--- config.mk ---
export PLATFORM = sky130hd
export DESIGN_NAME = detection_lock_tracker
export DESIGN_NICKNAME = d
export VERILOG_FILES = /design/src/dlt_pkg.sv /design/src/dlt_sermul.sv /design/src/dlt_hist.sv /design/src/detection_lock_tracker.sv
export SDC_FILE = /design/constraint.sdc
export NUM_CORES = 2
export LEC_CHECK = 0
export BUFFER_PORTS_ARGS = -buffer_cell sky130_fd_sc_hd__buf_4
export CORE_MARGIN = 3
export CORE_UTILIZATION = 50
export DETAILED_ROUTE_END_ITERATION = 8
export GPL_TIMING_DRIVEN = 0
export PLACE_DENSITY = 0.73
export SETUP_SLACK_MARGIN = 0.05
export SLEW_MARGIN = 20
export SYNTH_ARGS = -nofsm -noshare
export SYNTH_HDL_FRONTEND = slang
export SYNTH_SLANG_ARGS = --single-unit
--- constraint.sdc ---
create_clock -name clock -period 11.3 [get_ports clock]
set_input_delay 0.565 -clock clock [delete_from_list [all_inputs] [get_ports clock]]
set_output_delay 0.565 -clock clock [all_outputs]
set_load 0.01 [all_outputs]
--- src/dlt_pkg.sv ---
// Shared types and constants of the detection lock tracker.
package dlt_pkg;

   typedef enum logic [1:0] {
      ST_NONE     = 2'd0,
      ST_DETECTED = 2'd1,
      ST_LOCKED   = 2'd2,
      ST_LOST     = 2'd3
   } track_type;

   typedef enum logic [1:0] {
      OUT_IGNORED   = 2'd0,
      OUT_COOLDOWN  = 2'd1,
      OUT_PROCESSED = 2'd2,
      OUT_UNUSED    = 2'd3
   } outcome_type;

   typedef enum logic [1:0] {
      KIND_FRAME = 2'd0,
      KIND_START = 2'd1,
      KIND_STOP  = 2'd2,
      KIND_NONE  = 2'd3
   } kind_type;

   typedef enum logic [1:0] {
      MODE_OFF      = 2'd0,
      MODE_MONITOR  = 2'd1,
      MODE_AUTO     = 2'd2,
      MODE_ASSISTED = 2'd3
   } mode_type;

   typedef enum logic [2:0] {
      S_IDLE  = 3'd0,
      S_SCAN  = 3'd1,
      S_MULQ  = 3'd2,
      S_MULS  = 3'd3,
      S_APPLY = 3'd4
   } fsm_type;

   localparam logic [3:0] CSR_RUN_MODE   = 4'd0;
   localparam logic [3:0] CSR_COOLDOWN   = 4'd1;
   localparam logic [3:0] CSR_LOCK_LIMIT = 4'd2;
   localparam logic [3:0] CSR_STRICT     = 4'd3;

   localparam logic [31:0] LOST_TIMEOUT_MS  = 32'd1000;
   localparam logic [31:0] AUTO_MIN_LOCK_MS = 32'd1000;
   localparam logic [15:0] LOCK_MIN_HITS    = 16'd3;
   localparam logic [15:0] STRICT_MIN_HITS  = 16'd5;
   // 0.8 in Q0.16 is met when 5 * confidence >= 4 * 65536.
   localparam logic [18:0] CONF_THRESH_X5   = 19'd262144;

endpackage

--- src/dlt_sermul.sv ---
// Shift-and-add multiplier that retires one multiplier bit per cycle.
module dlt_sermul #(
   parameter int AW = 37,
   parameter int BW = 21
) (
   input  logic             clock,
   input  logic             reset,
   input  logic             start,
   input  logic [AW-1:0]    a,
   input  logic [BW-1:0]    b,
   output logic             done,
   output logic [AW+BW-1:0] product
);
   localparam int PW = AW + BW;
   localparam int CW = $clog2(BW + 1);

   logic [PW-1:0] a_ff, a_in, acc_ff, acc_in;
   logic [BW-1:0] b_ff, b_in;
   logic [CW-1:0] cnt_ff, cnt_in;
   logic          done_ff, done_in;

   always_comb begin
      a_in    = a_ff;
      b_in    = b_ff;
      acc_in  = acc_ff;
      cnt_in  = cnt_ff;
      done_in = 1'b0;
      if (start) begin
         a_in   = {{BW{1'b0}}, a};
         b_in   = b;
         acc_in = '0;
         cnt_in = CW'(BW);
      end else if (cnt_ff != '0) begin
         if (b_ff[0]) begin
            acc_in = acc_ff + a_ff;
         end
         a_in    = a_ff << 1;
         b_in    = b_ff >> 1;
         cnt_in  = cnt_ff - 1'b1;
         done_in = (cnt_ff == CW'(1));
      end
   end

   always_ff @(posedge clock) begin
      if (reset) begin
         cnt_ff  <= '0;
         done_ff <= 1'b0;
      end else begin
         cnt_ff  <= cnt_in;
         done_ff <= done_in;
      end
      a_ff   <= a_in;
      b_ff   <= b_in;
      acc_ff <= acc_in;
   end

   assign done    = done_ff;
   assign product = acc_ff;

endmodule

--- src/dlt_hist.sv ---
// Confidence history ring with a one-entry-per-cycle count, sum and square-sum scan.
module dlt_hist #(
   parameter int DEPTH = 5,
   parameter int NW    = 3
) (
   input  logic             clock,
   input  logic             reset,
   input  logic             clear,
   input  logic             wr_en,
   input  logic [15:0]      wr_data,
   input  logic             scan_start,
   output logic             scan_done,
   output logic [NW-1:0]    cnt,
   output logic [NW+15:0]   sum,
   output logic [NW+31:0]   sumsq
);
   localparam int IW = $clog2(DEPTH);

   logic [15:0]      hist_ff [DEPTH];
   logic [IW-1:0]    slot_ff, idx_ff;
   logic             busy_ff, done_ff;
   logic [NW-1:0]    n_ff;
   logic [NW+15:0]   s_ff;
   logic [NW+31:0]   q_ff;
   logic [15:0]      v;
   logic [31:0]      vsq;

   assign v   = hist_ff[idx_ff];
   assign vsq = v * v;

   always_ff @(posedge clock) begin
      if (reset || clear) begin
         for (int i = 0; i < DEPTH; i++) begin
            hist_ff[i] <= '0;
         end
         slot_ff <= '0;
      end else if (wr_en) begin
         hist_ff[slot_ff] <= wr_data;
         slot_ff <= (slot_ff == IW'(DEPTH - 1)) ? '0 : slot_ff + 1'b1;
      end
   end

   always_ff @(posedge clock) begin
      if (reset) begin
         busy_ff <= 1'b0;
         done_ff <= 1'b0;
         idx_ff  <= '0;
      end else begin
         done_ff <= 1'b0;
         if (scan_start) begin
            busy_ff <= 1'b1;
            idx_ff  <= '0;
         end else if (busy_ff) begin
            idx_ff <= idx_ff + 1'b1;
            if (idx_ff == IW'(DEPTH - 1)) begin
               busy_ff <= 1'b0;
               done_ff <= 1'b1;
            end
         end
      end
      if (scan_start) begin
         n_ff <= '0;
         s_ff <= '0;
         q_ff <= '0;
      end else if (busy_ff && v != '0) begin
         n_ff <= n_ff + 1'b1;
         s_ff <= s_ff + (NW+16)'(v);
         q_ff <= q_ff + (NW+32)'(vsq);
      end
   end

   assign scan_done = done_ff;
   assign cnt       = n_ff;
   assign sum       = s_ff;
   assign sumsq     = q_ff;

endmodule

--- src/detection_lock_tracker.sv ---
// Detection lock tracker top level: control sequencer, state registers and stream ports.
// One beat in gives one beat out. Control events, ignored frames, cooldown skips and
// frames without a hit pass from the scan state straight to the apply state. A processed
// hit runs the stability test: a scan of the history, one entry per cycle, then two
// products on a shared bit-serial multiplier. The result moves into the output register
// only once the previous result has been taken, and the next beat is accepted in the
// cycle after that.
module detection_lock_tracker #(
   parameter int HISTORY_DEPTH = 5
) (
   input  logic        clock,
   input  logic        reset,
   input  logic        req_tvalid,
   output logic        req_tready,
   input  logic [71:0] req_tdata,   // now_ms[31:0], hit[32], confidence[48:33], supply_left[64:49]
   input  logic [1:0]  req_tuser,   // kind[1:0]
   output logic        rsp_tvalid,
   input  logic        rsp_tready,
   output logic [151:0] rsp_tdata,  // track_status[1:0], lock_event[2], lost_event[3], stable[4],
                                    // hit_streak[20:5], lock_span_ms[52:21], frames_seen[84:53],
                                    // hits_seen[116:85], locks_seen[148:117]
   output logic [1:0]  rsp_tuser,   // outcome[1:0]
   input  logic        csr_valid,
   output logic        csr_ready,
   input  logic [3:0]  csr_index,
   input  logic [15:0] csr_data
);
   import dlt_pkg::*;

   localparam int NW = $clog2(HISTORY_DEPTH + 1);
   localparam int SW = NW + 16;
   localparam int QW = NW + 32;
   localparam int PW = QW + SW;

   // configuration
   logic [1:0]  mode_ff;
   logic [15:0] cooldown_ff, limit_ff;
   logic        strict_ff;

   // latched request
   logic [1:0]  kind_ff;
   logic [31:0] now_ff;
   logic        hit_ff;
   logic [15:0] conf_ff, supply_ff;

   // tracker state
   logic        running_ff, running_in;
   track_type   status_ff, status_in;
   logic [15:0] streak_ff, streak_in, held_ff, held_in;
   logic [31:0] last_ff, last_in, lstart_ff, lstart_in, event_ff, event_in;
   logic [31:0] span_ff, span_in, frames_ff, frames_in, hits_ff, hits_in;
   logic [31:0] locks_ff, locks_in;
   logic        stable_ff, stable_in;

   fsm_type     state_ff, state_in;
   logic        stab_ff, stab_in;
   logic [PW+2:0] lhs_ff, lhs_in;

   logic        rsp_valid_ff;
   logic [151:0] rsp_data_ff;
   logic [1:0]  rsp_user_ff;

   logic        accept, commit, need_test, cooling;
   logic        hist_clear, hist_wr, scan_start, scan_done;
   logic [NW-1:0] h_cnt;
   logic [SW-1:0] h_sum;
   logic [QW-1:0] h_sq;
   logic        mul_start, mul_done;
   logic [QW-1:0] mul_a;
   logic [SW-1:0] mul_b;
   logic [PW-1:0] mul_p;
   outcome_type outcome_v;
   logic        lk, ls, lock_ok;
   logic [18:0] conf_x5;

   assign accept    = req_tvalid && req_tready;
   assign csr_ready = 1'b1;
   assign cooling   = (last_ff != '0) && ((now_ff - last_ff) < {16'd0, cooldown_ff});
   assign need_test = (kind_ff == KIND_FRAME) && running_ff && !cooling && hit_ff;
   assign commit    = (state_ff == S_APPLY) && (!rsp_valid_ff || rsp_tready);

   dlt_hist #(.DEPTH(HISTORY_DEPTH), .NW(NW)) u_hist (
      .clock(clock), .reset(reset), .clear(hist_clear), .wr_en(hist_wr),
      .wr_data(conf_ff), .scan_start(scan_start), .scan_done(scan_done),
      .cnt(h_cnt), .sum(h_sum), .sumsq(h_sq)
   );

   dlt_sermul #(.AW(QW), .BW(SW)) u_mul (
      .clock(clock), .reset(reset), .start(mul_start), .a(mul_a), .b(mul_b),
      .done(mul_done), .product(mul_p)
   );

   // next state
   always_comb begin
      state_in = state_ff;
      unique case (state_ff)
         S_IDLE:  if (accept) state_in = S_SCAN;
         S_SCAN: begin
            if (!need_test) state_in = S_APPLY;
            else if (scan_done) state_in = S_MULQ;
         end
         S_MULQ:  if (mul_done) state_in = S_MULS;
         S_MULS:  if (mul_done) state_in = S_APPLY;
         S_APPLY: if (commit) state_in = S_IDLE;
         default: state_in = S_IDLE;
      endcase
   end

   // sequencer outputs
   always_comb begin
      req_tready = 1'b0;
      scan_start = 1'b0;
      mul_start  = 1'b0;
      mul_a      = h_sq;
      mul_b      = SW'(h_cnt);
      lhs_in     = lhs_ff;
      stab_in    = stab_ff;
      unique case (state_ff)
         S_IDLE: begin
            req_tready = 1'b1;
            scan_start = accept;
         end
         S_SCAN: begin
            mul_start = need_test && scan_done;
         end
         S_MULQ: begin
            mul_a = QW'(h_sum);
            mul_b = h_sum;
            if (mul_done) begin
               mul_start = 1'b1;
               lhs_in    = ({3'b0, mul_p} << 2) + {3'b0, mul_p};
            end
         end
         S_MULS: begin
            if (mul_done) begin
               stab_in = (h_cnt != '0) &&
                         (lhs_ff < (({3'b0, mul_p} << 2) + ({3'b0, mul_p} << 1)));
            end
         end
         S_APPLY: ;
         default: ;
      endcase
   end

   // tracker update, taken at commit
   always_comb begin
      running_in = running_ff;
      status_in  = status_ff;
      streak_in  = streak_ff;
      held_in    = held_ff;
      last_in    = last_ff;
      lstart_in  = lstart_ff;
      event_in   = event_ff;
      span_in    = span_ff;
      frames_in  = frames_ff;
      hits_in    = hits_ff;
      locks_in   = locks_ff;
      stable_in  = stable_ff;
      hist_clear = 1'b0;
      hist_wr    = 1'b0;
      outcome_v  = OUT_IGNORED;
      lk         = 1'b0;
      ls         = 1'b0;
      lock_ok    = 1'b0;
      conf_x5    = 19'd0;
      if (kind_ff == KIND_START) begin
         running_in = (mode_ff != MODE_OFF);
         if (mode_ff != MODE_OFF) begin
            status_in  = ST_NONE;
            streak_in  = '0;
            last_in    = '0;
            lstart_in  = '0;
            hist_clear = commit;
         end
      end else if (kind_ff == KIND_STOP) begin
         running_in = 1'b0;
         status_in  = ST_NONE;
      end else if (kind_ff == KIND_NONE || !running_ff) begin
         outcome_v = OUT_IGNORED;
      end else if (cooling) begin
         outcome_v = OUT_COOLDOWN;
      end else begin
         outcome_v = OUT_PROCESSED;
         frames_in = frames_ff + 1'b1;
         if (hit_ff) begin
            hits_in   = hits_ff + 1'b1;
            if (streak_ff != 16'hFFFF) streak_in = streak_ff + 1'b1;
            held_in   = conf_ff;
            event_in  = now_ff;
            stable_in = stab_ff;
            if (status_ff == ST_NONE || status_ff == ST_LOST) begin
               status_in = ST_DETECTED;
            end else if (status_ff == ST_DETECTED && streak_in >= LOCK_MIN_HITS && stab_ff) begin
               status_in = ST_LOCKED;
               lstart_in = now_ff;
               locks_in  = locks_ff + 1'b1;
            end
            if (status_in == ST_LOCKED) span_in = now_ff - lstart_in;
         end else begin
            streak_in = '0;
            if (status_ff == ST_DETECTED || status_ff == ST_LOCKED) begin
               status_in = ST_LOST;
               event_in  = now_ff;
            end else if (status_ff == ST_LOST && (now_ff - event_ff) > LOST_TIMEOUT_MS) begin
               status_in = ST_NONE;
               span_in   = '0;
            end
         end
         hist_wr = commit;
         last_in = now_ff;
         conf_x5 = ({3'b0, held_in} << 2) + {3'b0, held_in};
         lock_ok = !(strict_ff && (conf_x5 < CONF_THRESH_X5 || streak_in < STRICT_MIN_HITS))
                   && !(mode_ff == MODE_AUTO && span_in < AUTO_MIN_LOCK_MS)
                   && (supply_ff != '0);
         if (mode_ff != MODE_MONITOR) begin
            if (status_in == ST_LOCKED) begin
               if (!lock_ok) begin
                  status_in = ST_DETECTED;
               end else begin
                  lk = 1'b1;
                  if (span_in > {16'd0, limit_ff}) status_in = ST_DETECTED;
               end
            end else if (status_in == ST_LOST) begin
               ls = 1'b1;
            end
         end
      end
   end

   always_ff @(posedge clock) begin
      if (reset) begin
         state_ff     <= S_IDLE;
         rsp_valid_ff <= 1'b0;
         mode_ff      <= MODE_MONITOR;
         cooldown_ff  <= 16'd500;
         limit_ff     <= 16'd2000;
         strict_ff    <= 1'b1;
         running_ff   <= 1'b0;
         status_ff    <= ST_NONE;
         streak_ff    <= '0;
         held_ff      <= '0;
         last_ff      <= '0;
         lstart_ff    <= '0;
         event_ff     <= '0;
         span_ff      <= '0;
         frames_ff    <= '0;
         hits_ff      <= '0;
         locks_ff     <= '0;
         stable_ff    <= 1'b0;
      end else begin
         state_ff <= state_in;
         if (csr_valid && csr_ready) begin
            unique case (csr_index)
               CSR_RUN_MODE:   mode_ff     <= csr_data[1:0];
               CSR_COOLDOWN:   cooldown_ff <= csr_data;
               CSR_LOCK_LIMIT: limit_ff    <= csr_data;
               CSR_STRICT:     strict_ff   <= csr_data[0];
               default: ;
            endcase
         end
         if (commit) begin
            rsp_valid_ff <= 1'b1;
            running_ff   <= running_in;
            status_ff    <= status_in;
            streak_ff    <= streak_in;
            held_ff      <= held_in;
            last_ff      <= last_in;
            lstart_ff    <= lstart_in;
            event_ff     <= event_in;
            span_ff      <= span_in;
            frames_ff    <= frames_in;
            hits_ff      <= hits_in;
            locks_ff     <= locks_in;
            stable_ff    <= stable_in;
         end else if (rsp_tready) begin
            rsp_valid_ff <= 1'b0;
         end
      end
      if (accept) begin
         kind_ff   <= req_tuser;
         now_ff    <= req_tdata[31:0];
         hit_ff    <= req_tdata[32];
         conf_ff   <= req_tdata[48:33];
         supply_ff <= req_tdata[64:49];
      end
      lhs_ff <= lhs_in;
      stab_ff <= stab_in;
      if (commit) begin
         rsp_user_ff <= outcome_v;
         rsp_data_ff <= {3'b0, locks_in, hits_in, frames_in, span_in, streak_in,
                         stable_in, ls, lk, status_in};
      end
   end

   assign rsp_tvalid = rsp_valid_ff;
   assign rsp_tdata  = rsp_data_ff;
   assign rsp_tuser  = rsp_user_ff;

   // A lost track always follows a frame without a hit.
   a_lost_no_streak: assert property (@(posedge clock) disable iff (reset)
      status_ff == ST_LOST |-> streak_ff == '0)
      else $error("lost status with nonzero streak");

   // A lock notification leaves the track locked or detected.
   a_lock_event_status: assert property (@(posedge clock) disable iff (reset)
      rsp_tvalid && rsp_tdata[2] |->
         (rsp_tdata[1:0] == ST_LOCKED || rsp_tdata[1:0] == ST_DETECTED))
      else $error("lock event with bad status");

   // Lock and lost notifications are never issued together, and only on processed frames.
   a_event_outcome: assert property (@(posedge clock) disable iff (reset)
      rsp_tvalid && (rsp_tdata[2] || rsp_tdata[3]) |->
         !(rsp_tdata[2] && rsp_tdata[3]) && rsp_tuser == OUT_PROCESSED)
      else $error("notification on unprocessed frame");

   // The multiplier only finishes inside the stability test.
   a_mul_window: assert property (@(posedge clock) disable iff (reset)
      mul_done |-> (state_ff == S_MULQ || state_ff == S_MULS))
      else $error("multiplier done outside test");

endmodule

# ---- After elaboration in Yosys (flattened, before gate mapping)
# Memories as Yosys holds them, arrays and structs flattened. A register that Yosys moved wholly into a read port is not among the register bits.
# Index checks and enable logic that the tools add are counted.
dict set report op_classes {
  mul 1
  mux 143
  add_sub_neg 17
  n_reduce_logical 63
  eq_ne 31
  bitwise 8
  n_lt_le_gt_ge 8
}
# operator count
set ops {}
lappend ops {{$mux W32} 47}
lappend ops {{$mux W16} 22}
lappend ops {{$mux W35} 3}
lappend ops {{$add A32 B1 Y32 const B} 3}
lappend ops {{$sub A32 B32 Y32} 3}
lappend ops {{$add A56 B54 Y57} 1}
lappend ops {{$add A56 B55 Y57} 1}
lappend ops {{$lt A57 B57 Y1} 1}
lappend ops {{$mux W19} 3}
lappend ops {{$add A54 B54 Y54} 1}
lappend ops {{$mux W2} 24}
lappend ops {{$add A35 B32 Y35} 1}
lappend ops {{$gt A32 B10 Y1 const B} 1}
lappend ops {{$gt A32 B16 Y1} 1}
lappend ops {{$lt A32 B10 Y1 const B} 1}
lappend ops {{$lt A32 B16 Y1} 1}
lappend ops {{$mul A16 B16 Y32} 1}
lappend ops {{$reduce_bool A16 Y1} 2}
lappend ops {{$reduce_bool A32 Y1} 1}
lappend ops {{$mux W1} 30}
lappend ops {{$mux W3} 10}
lappend ops {{$add A18 B16 Y19} 1}
lappend ops {{$add A19 B16 Y19} 1}
lappend ops {{$lt A19 B19 Y1 const B} 1}
lappend ops {{37 further kinds} 110}
dict set report totals {
  ff_bits 773
  ramBits 80
  wordCells 315
  input_bits 99
  output_inout_bits 157
  n_memories 1
}
# name words word_bits read_ports rd_ports_with_merged_regs wr line
set mem_list {}
lappend mem_list {u_hist.hist_ff 5 16 1 1 5 dlt_hist.sv:19} ;# logic [15:0] hist_ff [DEPTH];

# ---- Logic depth before layout (Yosys ltp)
dict set report logic_depth {
  word_depth 36
  ltp_mapped 33
  depth_no_buf 31
}

# ---- By module
# Synthesis repeated with hierarchy kept, for this count alone.
dict set report unflattened {
  hier_cells 6828
  area_unflattened_um2 63163.1
}
# module seq_area_each_um2 area_per_inst_um2 cells_per_inst n_inst
set modules_own_cells {}
lappend modules_own_cells {detection_lock_tracker 14243.7 38037.7 4268 1}
lappend modules_own_cells {dlt_hist 5205.0 16802.4 1633 1}
lappend modules_own_cells {dlt_sermul 3203.1 8323.0 927 1}

# ---- Worst setup path after synthesis
# Ideal clock, no wire load.
dict set report synth_path {
  path_kind {register -> register}
  start {register with a tool-made name}
  end {register u_hist.q_ff[33] (netlist: u_hist.sumsq[33])}
  path_slack_ns 2.862
  stages_incl_launch_ff 29
  required_time_ns 11.230
  n_path_buf 2
  setup_ns 0.070
  arrival_time_ns 8.368
  synth_period_minus_slack_ns 8.438
  path_cell_list {dfxtp_1 > clkbuf_1 > buf_1 > mux4_2 > mux2i_1 > clkinv_1 > nand2_1 > inv_1 > fa_1 > inv_1 > fa_1 > fa_1 > fa_1 > inv_1 > fa_1 > fa_1 > ha_1 > a211oi_1 > nor4b_1 > o21a_1 > o31ai_1 > o21ba_2 > a221o_1 > o31a_1 > o221a_2 > nand3_1 > and3_1 > o21ai_0 > a21oi_1}
}
# item line
set synth_lines {}
lappend synth_lines {{end signal: assignment} dlt_hist.sv:68} ;# q_ff <= q_ff + (NW+32)'(vsq);
lappend synth_lines {{end: declaration} dlt_hist.sv:24} ;# logic [NW+31:0] q_ff;

==> results.sh <==
export IMPL_p_per_area_nw_per_um2=238.7
export IMPL_pin_count=256
export IMPL_synth_top_area_share_pct=22.40
export IMPL_cts_tree="built"
export IMPL_ys_seq_area_share_pct=36.97
export IMPL_maxCapViolCount=0
export IMPL_clk_pin_slew_worst_paths_ns=0.06
export IMPL_cp_end_kind="register"
export IMPL_die_w_um=356.1
export IMPL_syn_mean_instance_area_um2=9.201
export IMPL_post_cts_setup_buffers=0
export IMPL_ys_types=100
export IMPL_drcViolationCount=0
export IMPL_synthArstFlopShare_pct=0
export IMPL_drt_met1_wl_um=70420
export IMPL_htree_levels=3
export IMPL_ys_flop_type="edfxtp_1"
export IMPL_core_area_um2=120800
export IMPL_dp_hpwl_um=138000
export IMPL_clk_latency_ns=0.71
export IMPL_max_freq_ghz=0.09673
export IMPL_whs_path_depth=1
export IMPL_cts_resized=0
export IMPL_via_per_inst=5.899
export IMPL_final_cell_mix="736 x nand2_1, 592 x nor2_1, 528 x a21oi_1"
export IMPL_drt_iter0_markers=4488
export IMPL_fill_cells=10562
export IMPL_synth_edf_count=457
export IMPL_skew_ns=0.03827
export IMPL_syn_area_um2=61270
export IMPL_fin_crit_sh_pct=91.48
export IMPL_synthTopCellsByArea="edfxtp_1 22%, dfxtp_1 15%, ha_1 10%, fa_1 6.6%, nand2_1 4.5%"
export IMPL_worstMarginPinSlew_ns=1.211
export IMPL_area_delta_synth_final_pct=12.55
export IMPL_port_buffers=243
export IMPL_drv_slew=0
export IMPL_ant_nets=0
export IMPL_hold_ws_ns=0.03052
export IMPL_grt_max_degree=60
export IMPL_fin_ws_ns=0.9624
export IMPL_pre_cts_slack_ns=1.007
export IMPL_clockRootBuffer="clkbuf_16"
export IMPL_path_delay_family="adder cells"
export IMPL_worst_path_buf_inv=6
export IMPL_p_leak_nw=28.37
export IMPL_antenna_found_initial=13
export IMPL_r2r_cells=28
export IMPL_arrival_ns=10.94
export IMPL_fin_crit_ns=10.34
export IMPL_clock_sinks=903
export IMPL_synth_warnings=0
export IMPL_ctsHoldBuffers=0
export IMPL_grt_util_all_layers_pct=27.63
export IMPL_ys_seq_elements=903
export IMPL_grt_pass1_vias=50185
export IMPL_post_route_cell_area_um2=68960
export IMPL_rsz0062_at_grt="no"
export IMPL_wl_per_cell_um=20.50
export IMPL_synth_cells=6659
export IMPL_overflow=0
export IMPL_grt_first_pass_wirelength_um=276500
export IMPL_clock_path_buffers=3
export IMPL_crit_fanout=10
export IMPL_relSlewSlack_pct=19.27
export IMPL_place_congestion=0.9700
export IMPL_hold_viol=0
export IMPL_crit_required_ns=11.90
export IMPL_dr_max_layer_used="met5"
export IMPL_nNetsFinal=7807
export IMPL_initial_core_util_pct=50.74
export IMPL_yosys_area_top_type="edfxtp_1"
export IMPL_ir_drop_mv=0.2652
export IMPL_numCtsBuffers=98
export IMPL_outcome="finished clean"
export IMPL_final_cells=8717
export IMPL_min_path_type="input pin to register"
export IMPL_total_power_mw=16.46
export IMPL_dp_cells=8527
export IMPL_wl_met2_um=84710
export IMPL_final_common_cell="nand2_1"
export IMPL_dr_pass1_iters=8
export IMPL_post_dp_cell_area_um2=65400
export IMPL_vias=51423
export IMPL_startpoint_type="register"
export IMPL_row_count=127
export IMPL_die_area_um2=126800
export IMPL_crit_cells=28
export IMPL_crit_path_max_incr_delay_ns=0.85
export IMPL_wl_um=178700
export IMPL_path_class="register to register"
export IMPL_utilization_pct=57.11
export IMPL_crit_slowest_cell="clkinv_1"
export IMPL_setup_viol=0
export IMPL_layout_drive_gt1_share_pct=8.196
export IMPL_die_y_um=356.1
export IMPL_routed_wl_met3_um=13300
export IMPL_fin_tns_setup_ns=0
export IMPL_cp_common_cell="fa_1"
Yosys cell counts (156+ instances only):
cell      number
edfxtp_1     457
ha_1         491
inv_1        483
fa_1         202
nor3_1       175
o21ai_0      249
dfxtp_1      446
clkbuf_1     203
nand2_1      737
a21o_1       156
xnor2_1      251
a21oi_1      528
xor2_1       158
nor2_1       595
nand3_1      187
area by class of cell:
type / instances / area, µm² / share of cell area (%)
inverter: 492 / 1847 / 2.678
multi-input combinational: 4999 / 35760 / 51.85
antenna: 4 / 10.01 / 0.01451
tap: 1612 / 2017 / 2.925
sequential: 903 / 22650 / 32.85
timing repair buffer: 254 / 2018 / 2.926
buffer: 267 / 1125 / 1.631
clock buffer: 121 / 2684 / 3.892
clock inverter: 65 / 853.3 / 1.237
flip-flops by register name, indices dropped and copies added, names as in the netlist, 16 cells and up, named ones only:
register and flops:
lhs_ff 56, event_ff 32, cooldown_ff 16, u_hist.sumsq 35, streak_ff 16, rsp_tdata 149
supply_ff 16, hits_ff 32, lstart_ff 32, u_hist.hist_ff 128, locks_ff 32, now_ff 32
span_ff 32, last_ff 32, u_mul.product 54, frames_ff 32, conf_ff 16, limit_ff 16
u_mul.a_ff 54, held_ff 16, u_hist.sum 19, u_mul.b_ff 19
worst reg2reg max path, delay by kind of cell, from the launching register on:
family	cells	cell delay (ns)
adders and majority gates	7	3.27
muxes	2	1.42
DFF	1	0.31
and+or+nand+nor	4	1.08
AOI/OAI and AO/OA	9	2.15
buffers and inverters	6	2.04
power by group:
group	internal, mW	total [mW]	leakage [nW]	switching [mW]
Clock	2.09	3.51	1.73	1.42
Combinational	3.61	8.41	18.7	4.80
Sequential	4.03	4.55	7.91	0.520
metal layers:
| layer | vias up | GRT usage, % |
|---|---|---|
| met5 | - | 0 |
| met3 | 468 | 4.166 |
| met2 | 1940 | 46.93 |
| met4 | 2 | 14.47 |
| li1 | 24340 | - |
| met1 | 24673 | 33.95 |
kinds of logic after synthesis:
family	count (synthesis)	synth area share, %
xor gates and xnor gates	409	5.846
buffers and inverters	759	4.831
and+or+nand+nor	2276	17.32
AOI/OAI and AO/OA	1466	15.23
other	2	0.01226
DFF	903	36.97
adders and majority gates	693	16.63
muxes	151	3.157
worst paths after layout:
check,startpoint,endpoint,slack (ns)
max,register,u_hist.sumsq[33],0.96
min,req_tdata[17],now_ff[17],0.03
max reg2reg,register,u_hist.sumsq[33],0.96
min reg2reg,u_hist.sumsq[9],u_hist.sumsq[9],0.45
Power figures use the tool's default switching activity.
